### config.mk
export PLATFORM = sky130hd
export DESIGN_NAME = shift_register_output_expander
export DESIGN_NICKNAME = d
export VERILOG_FILES = /design/src/rtl/srx_pkg.sv /design/src/rtl/shift_register_output_expander.sv
export SDC_FILE = /design/constraint.sdc
export NUM_CORES = 1
export LEC_CHECK = 0
export BUFFER_PORTS_ARGS = -buffer_cell sky130_fd_sc_hd__buf_2
export CAP_MARGIN = 20
export CORE_MARGIN = 4
export CORE_UTILIZATION = 45
export DETAILED_ROUTE_END_ITERATION = 10
export PLACE_DENSITY_LB_ADDON = 0.08
export SYNTH_ARGS = -nofsm -noshare
export SYNTH_HDL_FRONTEND = slang
export SYNTH_SLANG_ARGS = --single-unit
### constraint.sdc
create_clock -name i_clk -period 3.68 [get_ports i_clk]
set_input_delay 0.92 -clock i_clk [delete_from_list [all_inputs] [get_ports i_clk]]
set_output_delay 0.92 -clock i_clk [all_outputs]
set_load 0.05 [all_outputs]
### src/rtl/srx_pkg.sv
// Shared types and constants for the shift register output expander.
// No dependencies; used by the top level and by its checker.
package srx_pkg;

    localparam int NUM_BYTES = 8;
    localparam int BYTE_W    = 8;
    localparam int PIN_W     = 6;
    localparam int CHIP_W    = 3;

    typedef logic [BYTE_W-1:0] t_byte;

    // Item kinds.
    localparam logic [1:0] KIND_UPDATE = 2'd0;
    localparam logic [1:0] KIND_READ   = 2'd1;
    localparam logic [1:0] KIND_CLEAR  = 2'd2;

    // Pin actions.
    localparam logic [1:0] ACT_OFF    = 2'd0;
    localparam logic [1:0] ACT_ON     = 2'd1;
    localparam logic [1:0] ACT_TOGGLE = 2'd2;

    // Configuration register indexes.
    localparam logic [1:0] CFG_CHIP_COUNT = 2'd0;
    localparam logic [1:0] CFG_LSB_FIRST  = 2'd1;

    // Result kinds.
    localparam logic ANS_FRAME = 1'b0;
    localparam logic ANS_READ  = 1'b1;

endpackage

### src/rtl/shift_register_output_expander.sv
// Top level of the shift register output expander: pin shadow, byte update
// sequencer and serial frame emitter. Depends on srx_pkg.
//
// Channel   Direction  Handshake                     Payload
// command   in         start & !busy                 i_kind i_first_pin i_final_pin i_action
// result    out        o_valid (one cycle, no stall) o_answer_kind o_serial_bit
//                                                    o_pin_level o_frame_end
// config    in         i_cfg_valid & o_cfg_ready     i_cfg_index i_cfg_data
//
// A read answers in the cycle after the command transaction, without raising busy.
// An update or clear walks the 8 pin bytes through one byte update unit,
// then sends the clamped chip_count*8 frame bits, one per cycle.
// An empty range or unknown kind finishes at once.
// Reset (synchronous, active low) clears every pin and the registers to
// chip_count 1, lsb_first 0. The receiver cannot stall the result channel.
// Register writes are held off while busy is high.
module shift_register_output_expander #(
    parameter int MAX_CHIPS = 8
) (
    input  logic       i_clk,
    input  logic       i_rst_n,
    input  logic       start,
    output logic       busy,
    input  logic [1:0] i_kind,
    input  logic [5:0] i_first_pin,
    input  logic [5:0] i_final_pin,
    input  logic [1:0] i_action,
    output logic       o_valid,
    output logic       o_answer_kind,
    output logic       o_serial_bit,
    output logic       o_pin_level,
    output logic       o_frame_end,
    input  logic       i_cfg_valid,
    output logic       o_cfg_ready,
    input  logic [1:0] i_cfg_index,
    input  logic [3:0] i_cfg_data
);

    typedef enum logic [1:0] {
        ST_IDLE,
        ST_UPDATE,
        ST_EMIT
    } t_state;

    t_state r_state, n_state;

    srx_pkg::t_byte r_pins [srx_pkg::NUM_BYTES];
    srx_pkg::t_byte n_byte;

    logic [3:0]                 r_chip_count;
    logic                       r_lsb_first;
    logic [srx_pkg::PIN_W-1:0]  r_first, r_final;
    logic [1:0]                 r_action;
    logic                       r_clear;
    logic [srx_pkg::CHIP_W-1:0] r_chip;
    logic [srx_pkg::PIN_W-1:0]  r_t;

    logic                       n_valid, n_answer_kind, n_serial_bit;
    logic                       n_pin_level, n_frame_end;
    logic [srx_pkg::CHIP_W-1:0] last_chip;
    logic [srx_pkg::PIN_W-1:0]  total_m1;
    logic [srx_pkg::PIN_W-1:0]  bit_idx;
    logic [srx_pkg::PIN_W-1:0]  pin_no;
    srx_pkg::t_byte             mask;
    logic                       accept;
    logic                       cfg_write;
    logic                       read_level;

    assign busy        = (r_state != ST_IDLE);
    assign o_cfg_ready = !busy;
    assign accept      = start && !busy;
    assign cfg_write   = i_cfg_valid && o_cfg_ready;

    // Number of chips sent, clamped to 1..MAX_CHIPS, held as the highest chip.
    always_comb begin
        if (r_chip_count == 4'd0) begin
            last_chip = '0;
        end else if (r_chip_count > 4'(MAX_CHIPS)) begin
            last_chip = srx_pkg::CHIP_W'(MAX_CHIPS - 1);
        end else begin
            last_chip = srx_pkg::CHIP_W'(r_chip_count - 4'd1);
        end
    end

    assign total_m1 = {last_chip, 3'b111};
    // MSB-first order is the LSB-first index mirrored about the frame length.
    assign bit_idx  = r_lsb_first ? r_t : (total_m1 - r_t);

    assign read_level = r_pins[i_first_pin[5:3]][i_first_pin[2:0]];

    // Shared byte update unit: range mask for the current byte, then action or clear.
    always_comb begin
        for (int b = 0; b < srx_pkg::BYTE_W; b++) begin
            pin_no  = {r_chip, 3'(b)};
            mask[b] = (pin_no >= r_first) && (pin_no <= r_final);
        end
        if (r_clear) begin
            n_byte = '0;
        end else begin
            case (r_action)
                srx_pkg::ACT_OFF:    n_byte = r_pins[r_chip] & ~mask;
                srx_pkg::ACT_ON:     n_byte = r_pins[r_chip] | mask;
                srx_pkg::ACT_TOGGLE: n_byte = r_pins[r_chip] ^ mask;
                default:             n_byte = r_pins[r_chip];
            endcase
        end
    end

    always_comb begin
        n_state       = r_state;
        n_valid       = 1'b0;
        n_answer_kind = srx_pkg::ANS_FRAME;
        n_serial_bit  = 1'b0;
        n_pin_level   = 1'b0;
        n_frame_end   = 1'b0;
        unique case (r_state)
            ST_IDLE: begin
                if (accept) begin
                    if (i_kind == srx_pkg::KIND_READ) begin
                        n_valid       = 1'b1;
                        n_answer_kind = srx_pkg::ANS_READ;
                        n_pin_level   = read_level;
                        n_frame_end   = 1'b1;
                    end else if (i_kind == srx_pkg::KIND_CLEAR) begin
                        n_state = ST_UPDATE;
                    end else if (i_kind == srx_pkg::KIND_UPDATE
                                 && i_final_pin >= i_first_pin) begin
                        n_state = ST_UPDATE;
                    end
                end
            end
            ST_UPDATE: begin
                if (r_chip == srx_pkg::CHIP_W'(srx_pkg::NUM_BYTES - 1)) begin
                    n_state = ST_EMIT;
                end
            end
            ST_EMIT: begin
                n_valid      = 1'b1;
                n_serial_bit = r_pins[bit_idx[5:3]][bit_idx[2:0]];
                if (r_t == total_m1) begin
                    n_frame_end = 1'b1;
                    n_state     = ST_IDLE;
                end
            end
            default: n_state = ST_IDLE;
        endcase
    end

    always_ff @(posedge i_clk) begin
        if (!i_rst_n) begin
            r_state       <= ST_IDLE;
            r_chip_count  <= 4'd1;
            r_lsb_first   <= 1'b0;
            r_chip        <= '0;
            r_t           <= '0;
            o_valid       <= 1'b0;
            o_answer_kind <= 1'b0;
            o_serial_bit  <= 1'b0;
            o_pin_level   <= 1'b0;
            o_frame_end   <= 1'b0;
            for (int i = 0; i < srx_pkg::NUM_BYTES; i++) begin
                r_pins[i] <= '0;
            end
        end else begin
            r_state       <= n_state;
            o_valid       <= n_valid;
            o_answer_kind <= n_answer_kind;
            o_serial_bit  <= n_serial_bit;
            o_pin_level   <= n_pin_level;
            o_frame_end   <= n_frame_end;

            if (cfg_write) begin
                unique case (i_cfg_index)
                    srx_pkg::CFG_CHIP_COUNT: r_chip_count <= i_cfg_data;
                    srx_pkg::CFG_LSB_FIRST:  r_lsb_first  <= i_cfg_data[0];
                    default: ;
                endcase
            end

            if (accept) begin
                r_first  <= i_first_pin;
                r_final  <= i_final_pin;
                r_action <= i_action;
                r_clear  <= (i_kind == srx_pkg::KIND_CLEAR);
                r_chip   <= '0;
                r_t      <= '0;
            end

            if (r_state == ST_UPDATE) begin
                r_pins[r_chip] <= n_byte;
                r_chip         <= r_chip + srx_pkg::CHIP_W'(1);
            end

            if (r_state == ST_EMIT) begin
                r_t <= r_t + srx_pkg::PIN_W'(1);
            end
        end
    end

endmodule

Word-level counts from Yosys, hierarchy flattened
Memories as Yosys holds them, arrays and structs flattened. A register that Yosys moved wholly into a read port is not among the register bits.
Index checks and enable logic that the tools add are counted.
{"block": "word_totals", "regBits": 36, "mem_bits_rw": 64, "inputBits": 26, "mem_count": 1}
{"block": "op_classes", "n_addsub": 4, "n_lt_le_gt_ge": 20, "n_eq_ne": 14, "muxes": 34, "bitwise_logic": 4, "reduce_logical": 28}
{"name": "r_pins", "words": 8, "word_bits": 8, "read_ports": 3, "rd_clocked_by_memory_dff": 1, "write_ports": 8, "line_no": "shift_register_output_expander.sv:47", "rtl": "srx_pkg::t_byte r_pins [srx_pkg::NUM_BYTES];"}
{"cell": "$ge 6x6->1", "count": 9}
{"cell": "$le 6x6->1", "count": 8}
{"cell": "$pmux 8 s3", "count": 1}
{"cell": "$mux 3", "count": 7}
{"cell": "$mux 6", "count": 3}
{"cell": "$mux 8", "count": 2}
{"cell": "$mux 2", "count": 6}
{"cell": "$logic_and 1x1->1", "count": 11}
{"cell": "$mux 1", "count": 10}
{"cell": "$reduce_and 2->1", "count": 5}
{"cell": "$and 8x8->8", "count": 1}
{"cell": "$eq 2x1->1 const B", "count": 4}
{"cell": "$logic_not 2->1", "count": 4}
{"cell": "$lt 3x4->1 const B", "count": 2}
{"cell": "$ne 2x2->1 const B", "count": 4}
{"cell": "$not 8->8", "count": 1}
{"cell": "$or 8x8->8", "count": 1}
{"cell": "$reduce_or 8->1", "count": 1}
{"cell": "$xor 8x8->8", "count": 1}
{"cell": "$add 6x1->6 const B", "count": 1}
{"cell": "$bmux 1 s3", "count": 2}
{"cell": "$eq 2x2->1 const B", "count": 3}
{"cell": "$eq 6x6->1", "count": 1}
{"cell": "$pmux 2 s3", "count": 1}
{"cell": "12 further kinds", "count": 15}

Depth between registers and ports, before layout
Gate-level depths: netlist of run 1.
An unclocked memory read counts as a cell.
{"block": "logic_depth", "word_depth": 8, "mapped_depth": 19}

Worst setup path after synthesis of run 1
OpenSTA, ideal clock, no wires.
{"block": "synth_path", "path_type": "register to register", "from": "reg r_chip_count[0]", "to": "reg o_serial_bit", "setup_ns": 0.117, "arrival_ns": 3.193, "slack_ns": 0.370, "path_stages_with_launch": 16, "path_cell_list": "dfxtp_1 > inv_1 > ha_1 > inv_1 > maj3_1 > fa_1 > clkbuf_1 > nand2b_1 > clkbuf_1 > o21ai_0 > nor2_1 > a21oi_1 > a211o_1 > a21oi_1 > o311a_1 > a22o_1"}
{"block": "synth_via", "elab_chain_cells": 8, "elab_cells_between_ends": 10, "cone_classes": "add/sub: 2; order compare: 1; mux: 5; reduce/logical: 1; memory: 1"}
{"item": "start: declaration", "line_no": "shift_register_output_expander.sv:50", "rtl": "logic [3:0] r_chip_count;"}
{"item": "start signal: assignment", "line_no": "shift_register_output_expander.sv:174", "rtl": "srx_pkg::CFG_CHIP_COUNT: r_chip_count <= i_cfg_data;"}
{"item": "$gt 4x4->1 / $sub 3x1->3 (equally long branches)", "line_no": "shift_register_output_expander.sv:78, shift_register_output_expander.sv:81"}
{"item": "$mux 3", "line_no": "shift_register_output_expander.sv:78", "rtl": "end else if (r_chip_count > 4'(MAX_CHIPS)) begin"}
{"item": "$mux 3 (*)", "line_no": "shift_register_output_expander.sv:76", "rtl": "if (r_chip_count == 4'd0) begin"}
{"item": "$sub 6x6->6 (*)", "line_no": "shift_register_output_expander.sv:87", "rtl": "assign bit_idx = r_lsb_first ? r_t : (total_m1 - r_t);"}
{"item": "$mux 6 (*)", "line_no": "shift_register_output_expander.sv:87"}
{"item": "$mem_v2 8x8 (*)"}
{"item": "$bmux 1 s3 (*)", "line_no": "shift_register_output_expander.sv:139", "rtl": "n_serial_bit = r_pins[bit_idx[5:3]][bit_idx[2:0]];"}
{"item": "$mux 1 (not written as such) (*)", "line_no": "shift_register_output_expander.sv:139"}
{"item": "end signal: assignment", "line_no": "shift_register_output_expander.sv:168", "rtl": "o_serial_bit <= n_serial_bit;"}
{"item": "end: declaration", "line_no": "shift_register_output_expander.sv:30", "rtl": "output logic o_serial_bit,"}
Every way passes the cells marked *; elsewhere a longest branch is shown, timed or not. The select of a mux whose other input is x is not followed.
A chain may end at the register's enable or synchronous reset.

Worst setup path after layout of run 1
Ends and elaborated chain as after synthesis.

==> results.cfg, run 1 <==
[placement]
pre_cts_slack_ns = 0.2711
postPlaceCellArea_sq_mm = 0.007332
dp_cells = 869
gp_congestion = 0.9704
io_buffers = 32
dp_hpwl_um = 14810

[global_route]
grt_pass1_vias = 5268
antenna_found_initial = 0
grt_usage_pct = 22.58
grt_overflow = 0
grt_max_degree = 28
grt_pass1_wl_um = 30530

[setup_path]
reg2reg_slack_ns = 0.29
worst-path-buf-inv = 2
arrival_ns = 3.69
critical-path-top-delay-family = simple AND/OR/NAND/NOR gates
crit_slowest_cell = fa_1
cp_max_fo = 6
worstPathCellList = inv_1, ha_1, nand2b_1, nor2_1, nor2_1, a21oi_1, ha_1, inv_1, fa_1, or2_2, o22ai_1, o21a_1, o32ai_1, mux2i_1, nor3_1, nor4b_1, a22o_1
critPathRequiredTime_ns = 3.98
path_class = flop to flop
worst_setup_path_end_kind = flop
cp-start-kind = flop
critPathMaxStageDelay_ns = 0.56

[timing]
final.setup.worst_slack_ns = 0.2853
slew_headroom_pct = 49.72
rsz0062_at_grt = no
setup_violations = 0
fin_crit_ns = 3.395
clock.fmax_ghz = 0.2946
skew_ns = 0.008108
fin_crit_sh_pct = 92.25
hold_viol = 0
maxSlewViolCount = 0
holdWs_ns = 0.5397
final.setup.tns_ns = 0
worst_slew_pin_slew_ns = 0.7541

[logic_synthesis]
synth_ff_type = edfxtp_1
synth_area_leaders = edfxtp_1 (34%), mux4_2 (11%), dfxtp_1 (6.9%), ha_1 (6.5%), nor2_1 (6.4%)
yosysTopAreaCell = edfxtp_1
synth_seq_cells = 103
syn_area_sq_mm = 0.006953
async_reset_ff_share_pct = 0
synth_commonest_cells = nor2_1 (118), edfxtp_1 (79), inv_1 (43)
synth.distinct_cells = 57
syn_inst = 671
yosysMostFrequentCell = nor2_1
yosysSeqAreaShare_pct = 41.03
synth_enable_flop_cells = 79
yosys_warnings = 0
synth.avg_cell_area_sq_um = 10.36
synth_top_area_share_pct = 34.12
syn-num-nets = 734

[clock_tree]
cts_tree = done
cts_buffers = 9
cts_resized = 0
root_buffer = clkbuf_16
cts_hold_buf = 0
post-cts-setup-buffers = 0
clock_path_buffers = 2
clkSlewWorstSetupHoldPaths_ns = 0.07
clk_latency_ns = 0.36
cts.sinks = 103
cts_max_level = 3

[routing]
drc = 0
dr_total_vias = 5337
totalWireLength_um = 19410
wl_met1_um = 8848
avgRoutedWirePerCell_um = 21.93
met3WireLength_um = 895
via_per_inst = 6.031
drtPass1Iterations = 5
drtIter0Drc = 468
routed.top_layer = met4
ant_nets = 0
wl_met2_um = 9127

[floorplanning]
die_x_um = 132.3
die_y_um = 132.3
pin_count = 33
num_rows = 45
start_util_pct = 45.91
coreArea_sq_mm = 0.01515
die_area_sq_mm = 0.01750

[power]
vdd_drop_max_v = 0.0002399
p_leak_nw = 2.989
power.total_mw = 2.796
power_density_mw_per_mm2 = 366.0

[finish]
final_cells = 885
fillers = 1390
syn2layout_area_growth_pct = 9.879
num_antenna_cells = 0
multi_input_area_sq_mm = 0.003759
fin_nets = 755
fin_area_sq_mm = 0.007640
seq_area_sq_mm = 0.002853
drive_above_1_share_pct = 17.22
utilization_pct = 50.44

[status]
status = completed

[worst_hold_path]
hold_class = flop to flop

[job]
cap_violations = 0
## cell families (layout without fill, tap and decap cells)
family          count (synthesis)  count (layout)  synth area share, %
compound gates                138             138                13.12
xor+xnor                        2               2               0.2520
fa+ha+maj                      38              38                6.910
buf+inv                        86             112                5.003
flops                         103             103                41.03
mux                            69              69                18.00
simple gates                  235             235                15.69
## flip-flops by register name (all words and copies together), names as in the netlist, 2 cells and up, named ones only
| name | flops |
|---|---|
| r_pins | 64 |
| r_final | 6 |
| r_state | 2 |
| r_chip | 3 |
| r_t | 6 |
| r_first | 6 |
| r_chip_count | 4 |
| r_action | 2 |
## power by group
group | switching [mW] | internal, mW | leakage, nW
registers | 0.0483 | 1.29 | 0.996
logic | 0.275 | 0.213 | 1.84
clock network | 0.445 | 0.523 | 0.152
total | 0.768 | 2.03 | 2.99
## per-layer routing
metal,up-vias,GRT usage [%]
met1,2609,31.29
met3,30,3.053
li1,2522,-
met4,0,8.256
met5,-,0
met2,176,36.46
## layout by cell type, fill, tap and decap left out, types with 4 or more instances in the layout
master | synthesis | final
nand2_1 | 32 | 32
inv_1 | 43 | 43
mux4_1 | 7 | 7
o22ai_1 | 10 | 10
nand2b_1 | 11 | 11
clkbuf_16 | 0 | 10
mux2i_1 | 20 | 19
o221ai_1 | 4 | 4
a21oi_1 | 37 | 37
dfxtp_1 | 24 | 24
nor3_1 | 8 | 8
a211oi_1 | 4 | 4
o21a_1 | 4 | 4
o21ai_0 | 22 | 22
a21o_1 | 9 | 9
nor2_1 | 118 | 117
mux4_2 | 35 | 35
edfxtp_1 | 79 | 79
buf_2 | 5 | 32
a211o_1 | 6 | 6
o21bai_1 | 4 | 4
nand3_1 | 14 | 14
o211ai_1 | 6 | 6
ha_1 | 36 | 36
nand4_1 | 4 | 4
or2_2 | 6 | 6
buf_4 | 0 | 20
mux2_2 | 7 | 7
nor2b_1 | 26 | 26
a22oi_1 | 8 | 8
a32oi_1 | 4 | 4
## worst register-to-register path: cells and delay by family, from the launching register on
kind	cells	cell delay, ns
AO/OA/AOI/OAI	5	0.75
multiplexers	1	0.19
AND/OR/NAND/NOR	6	1.05
flip-flops	1	0.32
buffers and inverters	2	0.13
adder cells (fa/ha/maj)	3	0.89
## layout make-up
cell class | instances | share of cell area [%]
clock inverter | 5 | 0.4913
sequential | 103 | 37.34
timing repair buffer | 53 | 4.324
clock buffer | 11 | 3.456
multi-input combinational | 482 | 49.20
tap | 188 | 3.079
inverter | 43 | 2.113
## path summary, 6_finish.rpt
| kind | startpoint | end | depth (start not counted) |
|---|---|---|---|
| setup reg to reg | r_chip_count[0] | o_serial_bit | 17 |
| setup / recovery | r_chip_count[0] | o_serial_bit | 17 |
| hold / removal | r_chip_count[1] | r_chip_count[1] | 2 |
| hold reg to reg | r_chip_count[1] | r_chip_count[1] | 2 |
Power figures use the tool's default switching activity.
==> run 2: changes to the inputs <==
- CELL_PAD_IN_SITES_DETAIL_PLACEMENT: default -> 0
- CELL_PAD_IN_SITES_GLOBAL_PLACEMENT: default -> 1
==> run 2 against run 1 <==
Net effect:
- cell count down 0.11%
- sequential share of layout area is 0.061 points lower
- critical path type unchanged
- highest routed layer unchanged
- via count up 1.5%
- critical endpoint unchanged
- global-route usage is 0.39 points higher
- worst setup slack gained 0.0044 ns
- largest cell class unchanged
==> results.cfg, run 2 (synthesis gave the netlist of run 1 again) <==
[setup_path]
critical-path-top-delay-family = compound AO/OA/AOI/OAI gates
critPathRequiredTime_ns = 3.98
arrival_ns = 3.69
worstSetupPathDepth = 17
cp_max_fo = 9
cp-start-kind = flop
worst-path-buf-inv = 2
worstPathCellList = inv_1, ha_1, nand2b_1, nor2_1, nor2_1, a21oi_1, ha_1, inv_1, fa_2, or2_2, o22ai_1, o21ai_0, o221ai_1, o311ai_0, o211ai_1, nor4b_1, a22o_1
path_class = flop to flop
worst_setup_path_end_kind = flop
crit_slowest_cell = fa_2
critPathMaxStageDelay_ns = 0.53
reg2reg_depth = 17

[floorplanning]
die_area_sq_mm = 0.01750
pin_count = 33
num_rows = 45
start_util_pct = 45.91
die_x_um = 132.3
coreArea_sq_mm = 0.01515
die_y_um = 132.3

[routing]
totalWireLength_um = 19720
dr_total_vias = 5419
avgRoutedWirePerCell_um = 22.31
drc = 0
ant_nets = 0
via_per_inst = 6.130
drtIter0Drc = 457
drtPass1Iterations = 5

[worst_hold_path]
hold_class = flop to flop
hold_depth = 2

[timing]
final.setup.tns_ns = 0
hold_viol = 0
clock.fmax_ghz = 0.2950
worst_slew_pin_slew_ns = 0.7127
skew_ns = 0.01092
maxSlewViolCount = 0
setup_violations = 0
rsz0062_at_grt = no
fin_crit_ns = 3.390
fin_crit_sh_pct = 92.13
slew_headroom_pct = 52.49

[finish]
syn2layout_area_growth_pct = 10.06
largest_reg_flops = 64
multi_input_area_sq_mm = 0.003761
regMostFlops = r_pins
layout_common_cells = nor2_1 (117), edfxtp_1 (79), inv_1 (43), a21oi_1 (37), ha_1 (36)
layout_commonest_cell = nor2_1
fin_nets = 754
drive_above_1_share_pct = 17.24
num_antenna_cells = 0
seq_area_sq_mm = 0.002853
fillers = 1382

[global_route]
grt_pass1_vias = 5150
grt_max_degree = 27
antenna_found_initial = 0
grt_pass1_wl_um = 30670
grt_overflow = 0
grt_usage_pct = 22.97

[power]
power_frac_comb_pct = 16.6
p_seq_share_pct = 47.0
vdd_drop_max_v = 0.0003205
p_int_mw = 2.105
clkPwrFrac_pct = 36.5
power_switching_mw = 0.7771
switching_share_pct = 26.96
power.total_mw = 2.882
power_density_mw_per_mm2 = 376.7
p_leak_nw = 2.983

[clock_tree]
clk_latency_ns = 0.36
post-cts-setup-buffers = 0
root_buffer = clkbuf_16
clkSlewWorstSetupHoldPaths_ns = 0.07
cts_max_level = 3
cts_buffers = 9
cts_tree = done
cts.sinks = 103
clock_path_buffers = 2

[job]
cap_violations = 0

[status]
status = completed

[placement]
dp_hpwl_um = 15060
gp_congestion = 0.9339
io_buffers = 32
run 2: changes by cell type in the layout (fill, tap and decap cells not counted), sizes merged:
cell / change
buf: -1
bufinv: +2
clkbuf: -2
clkinvlp: +1
inv: -1
run 2: worst paths after layout:
check                  start              end  slack, ns
min reg2reg  r_chip_count[1]  r_chip_count[1]       0.54
max          r_chip_count[0]     o_serial_bit       0.29
max reg2reg  r_chip_count[0]     o_serial_bit       0.29
min          r_chip_count[1]  r_chip_count[1]       0.54
run 2: worst register-to-register path: cells and delay by family, from the launching register on:
family	cells	cell delay (ns)
AO/OA/AOI/OAI	7	1.05
adder cells (fa/ha/maj)	3	0.92
AND/OR/NAND/NOR	5	0.92
flip-flops	1	0.33
buffers and inverters	2	0.12
run 2: repair_timing:
item	CTS	global route
gates resized for setup	0	4
setup endpoints to repair	0	1
hold buffers	0	0
endpoints found under the hold margin	0	0
run 2: final cells by class:
| type | instances | area share (%) |
|---|---|---|
| Inverter | 43 | 2.109 |
| Clock buffer | 9 | 2.943 |
| Sequential cell | 103 | 37.28 |
| Timing Repair Buffer | 52 | 4.055 |
| Tap cell | 188 | 3.074 |
| Multi-Input combinational cell | 482 | 49.15 |
| Clock inverter | 7 | 1.390 |
run 2: per-stage QoR:
step,setup WS (ns),area [sq um],hold WS [ns],std cells,utilization (%)
2_1_floorplan,0.3704,6953,0.4826,671,-
3_3_place_gp,0.2202,7312,0.5052,868,48.28
3_5_place_dp,0.1977,7312,0.5288,868,48.28
4_1_cts,0.1764,7644,0.5460,884,50.47
5_1_grt,0.08199,7652,0.5790,884,50.52
6_report,0.2897,7652,0.5387,884,50.52
run 2: power by group through the flow:
stage               clock, mW  combinational [mW]  sequential, mW
floorplan                   0               0.358            1.34
global placement            0               0.467            1.38
detailed placement          0               0.474            1.38
CTS                      1.08               0.477            1.35
global route             1.12               0.525            1.36
finish                   1.05               0.477            1.35
run 2: routing by layer:
layer | global-route usage (%) | share of wire (%)
met2 | 36.20 | 47
met5 | 0 | 0
met3 | 4.809 | 6.0
met1 | 31.98 | 45
met4 | 7.333 | 2.2
==> run 3: changes to the inputs <==
- clock period: 3.68 -> 4 ns (I/O delays scaled with it)
==> run 3 against run 2 <==
Net effect:
- hold slack lost 0.0021 ns
- non-clock buffer count fell by 3
- wire length up 3.5%
- die area did not move
- sequential cell count did not move
- power fell by 10%
- critical endpoint unchanged
- largest cell class unchanged
- worst setup slack gained 0.15 ns
- clock power decreased by 14%
==> results.cfg, run 3 (synthesis gave the netlist of run 1 again) <==
[floorplanning]
die_area_sq_mm = 0.01750
pin_count = 33
num_rows = 45
start_util_pct = 45.91
die_x_um = 132.3
coreArea_sq_mm = 0.01515
die_y_um = 132.3

[global_route]
antenna_found_initial = 0
grt_use_met3_pct = 5.573
grt_usage_pct = 23.48
gr-usage-met2_pct = 36.29
grt_pass1_wl_um = 31160
grt_overflow = 0
gr-usage-met1_pct = 32.89
grt_max_degree = 27
busiest_layer = met2
grt_pass1_vias = 5136

[routing]
drc = 0
drtPass1Iterations = 5
ant_nets = 0
totalWireLength_um = 20410
via_per_inst = 6.251
avgRoutedWirePerCell_um = 23.17
drtIter0Drc = 499
dr_total_vias = 5507

[placement]
dp_hpwl_um = 15780
pre_cts_slack_ns = 0.5190
gp_congestion = 0.9701
io_buffers = 32

[setup_path]
cp-start-kind = flop
path_class = flop to flop
arrival_ns = 3.82
cp_max_fo = 9
critPathRequiredTime_ns = 4.26
worst_setup_path_end_kind = flop

[timing]
final.setup.worst_slack_ns = 0.4387
slew_headroom_pct = 42.87
skew_ns = 0.008556
final.setup.tns_ns = 0
clock.fmax_ghz = 0.2808
fin_crit_ns = 3.561
setup_violations = 0
worst_slew_pin_slew_ns = 0.8558
maxSlewViolCount = 0
fin_crit_sh_pct = 89.03
rsz0062_at_grt = no
hold_viol = 0

[clock_tree]
cts_tree = done
root_buffer = clkbuf_16
cts_max_level = 3
post-cts-setup-buffers = 0
cts.sinks = 103
clkSlewWorstSetupHoldPaths_ns = 0.07
cts_resized = 0
cts_buffers = 9
clk_latency_ns = 0.36
cts_hold_buf = 0
clock_path_buffers = 2

[power]
vdd_drop_max_v = 0.0002538
p_leak_nw = 2.956
power_density_mw_per_mm2 = 340.7

[finish]
drive_above_1_share_pct = 16.16
syn2layout_area_growth_pct = 9.070
layout_common_cells = nor2_1 (118), edfxtp_1 (79), inv_1 (43), a21oi_1 (37), ha_1 (36)
largest_reg_flops = 64
regMostFlops = r_pins
layout_commonest_cell = nor2_1
fillers = 1418
num_antenna_cells = 0
fin_nets = 751

[status]
status = completed

[worst_hold_path]
hold_class = flop to flop

[job]
cap_violations = 0
## run 3: changes by cell type in the layout (fill, tap and decap cells not counted), sizes merged
cell,change
buf,-3
bufinv,-1
clkbuf,+1
clkinv,-1
clkinvlp,-1
inv,+2
## run 3: metrics by stage
| step | power (mW) | utilization, % | instance area (sq um) | std cells | hold slack (ns) |
|---|---|---|---|---|---|
| floorplan | 1.565 | - | 6953 | 671 | 0.4826 |
| global placement | 1.695 | 48.13 | 7289 | 865 | 0.5081 |
| detailed placement | 1.700 | 48.13 | 7289 | 865 | 0.5236 |
| CTS | 2.602 | 50.07 | 7584 | 881 | 0.5402 |
| global route | 2.691 | 50.07 | 7584 | 881 | 0.5525 |
| finish | 2.584 | 50.07 | 7584 | 881 | 0.5365 |
## run 3: critical path, stage by stage (launching register included)
cell	delay, ns
dfxtp_1	0.31
inv_1	0.08
ha_1	0.17
nand2b_1	0.10
nor2_1	0.10
nor2_1	0.05
a21oi_1	0.13
ha_1	0.19
inv_1	0.06
fa_1	0.71
nand2b_1	0.12
o21ai_0	0.40
nor2_1	0.14
a21oi_1	0.16
a211o_1	0.12
a21oi_1	0.06
o311a_1	0.35
a22o_1	0.22
## run 3: path summary, 6_finish.rpt
check	startpoint	end	slack (ns)	cells after the start
worst min register to register	r_chip_count[1]	r_chip_count[1]	0.54	2
worst min-delay path	r_chip_count[1]	r_chip_count[1]	0.54	2
worst max register to register	r_chip_count[0]	o_serial_bit	0.44	17
worst max-delay path	r_chip_count[0]	o_serial_bit	0.44	17
## run 3: layout make-up
cell class	count	area (sq um)	area share (%)
repair buffers	49	287.8	3.795
clock inverters	6	65.06	0.8579
multi-input cells	482	3752	49.48
inverters	43	161.4	2.128
flip-flops and latches	103	2853	37.62
well taps	188	235.2	3.102
clock buffers	10	229.0	3.019
## run 3: routing by layer
layer / wire length [um] / up-vias
li1: - / 2511
met1: 8949 / 2745
met2: 9427 / 208
met3: 1401 / 43
met4: 634 / 0
met5: 0 / -
## run 3: report_power, final
part / total (mW) / internal, mW / switching, mW
combinational: 0.435 / 0.190 / 0.245
clock: 0.904 / 0.490 / 0.415
sequential: 1.24 / 1.19 / 0.0556
total: 2.58 / 1.87 / 0.715
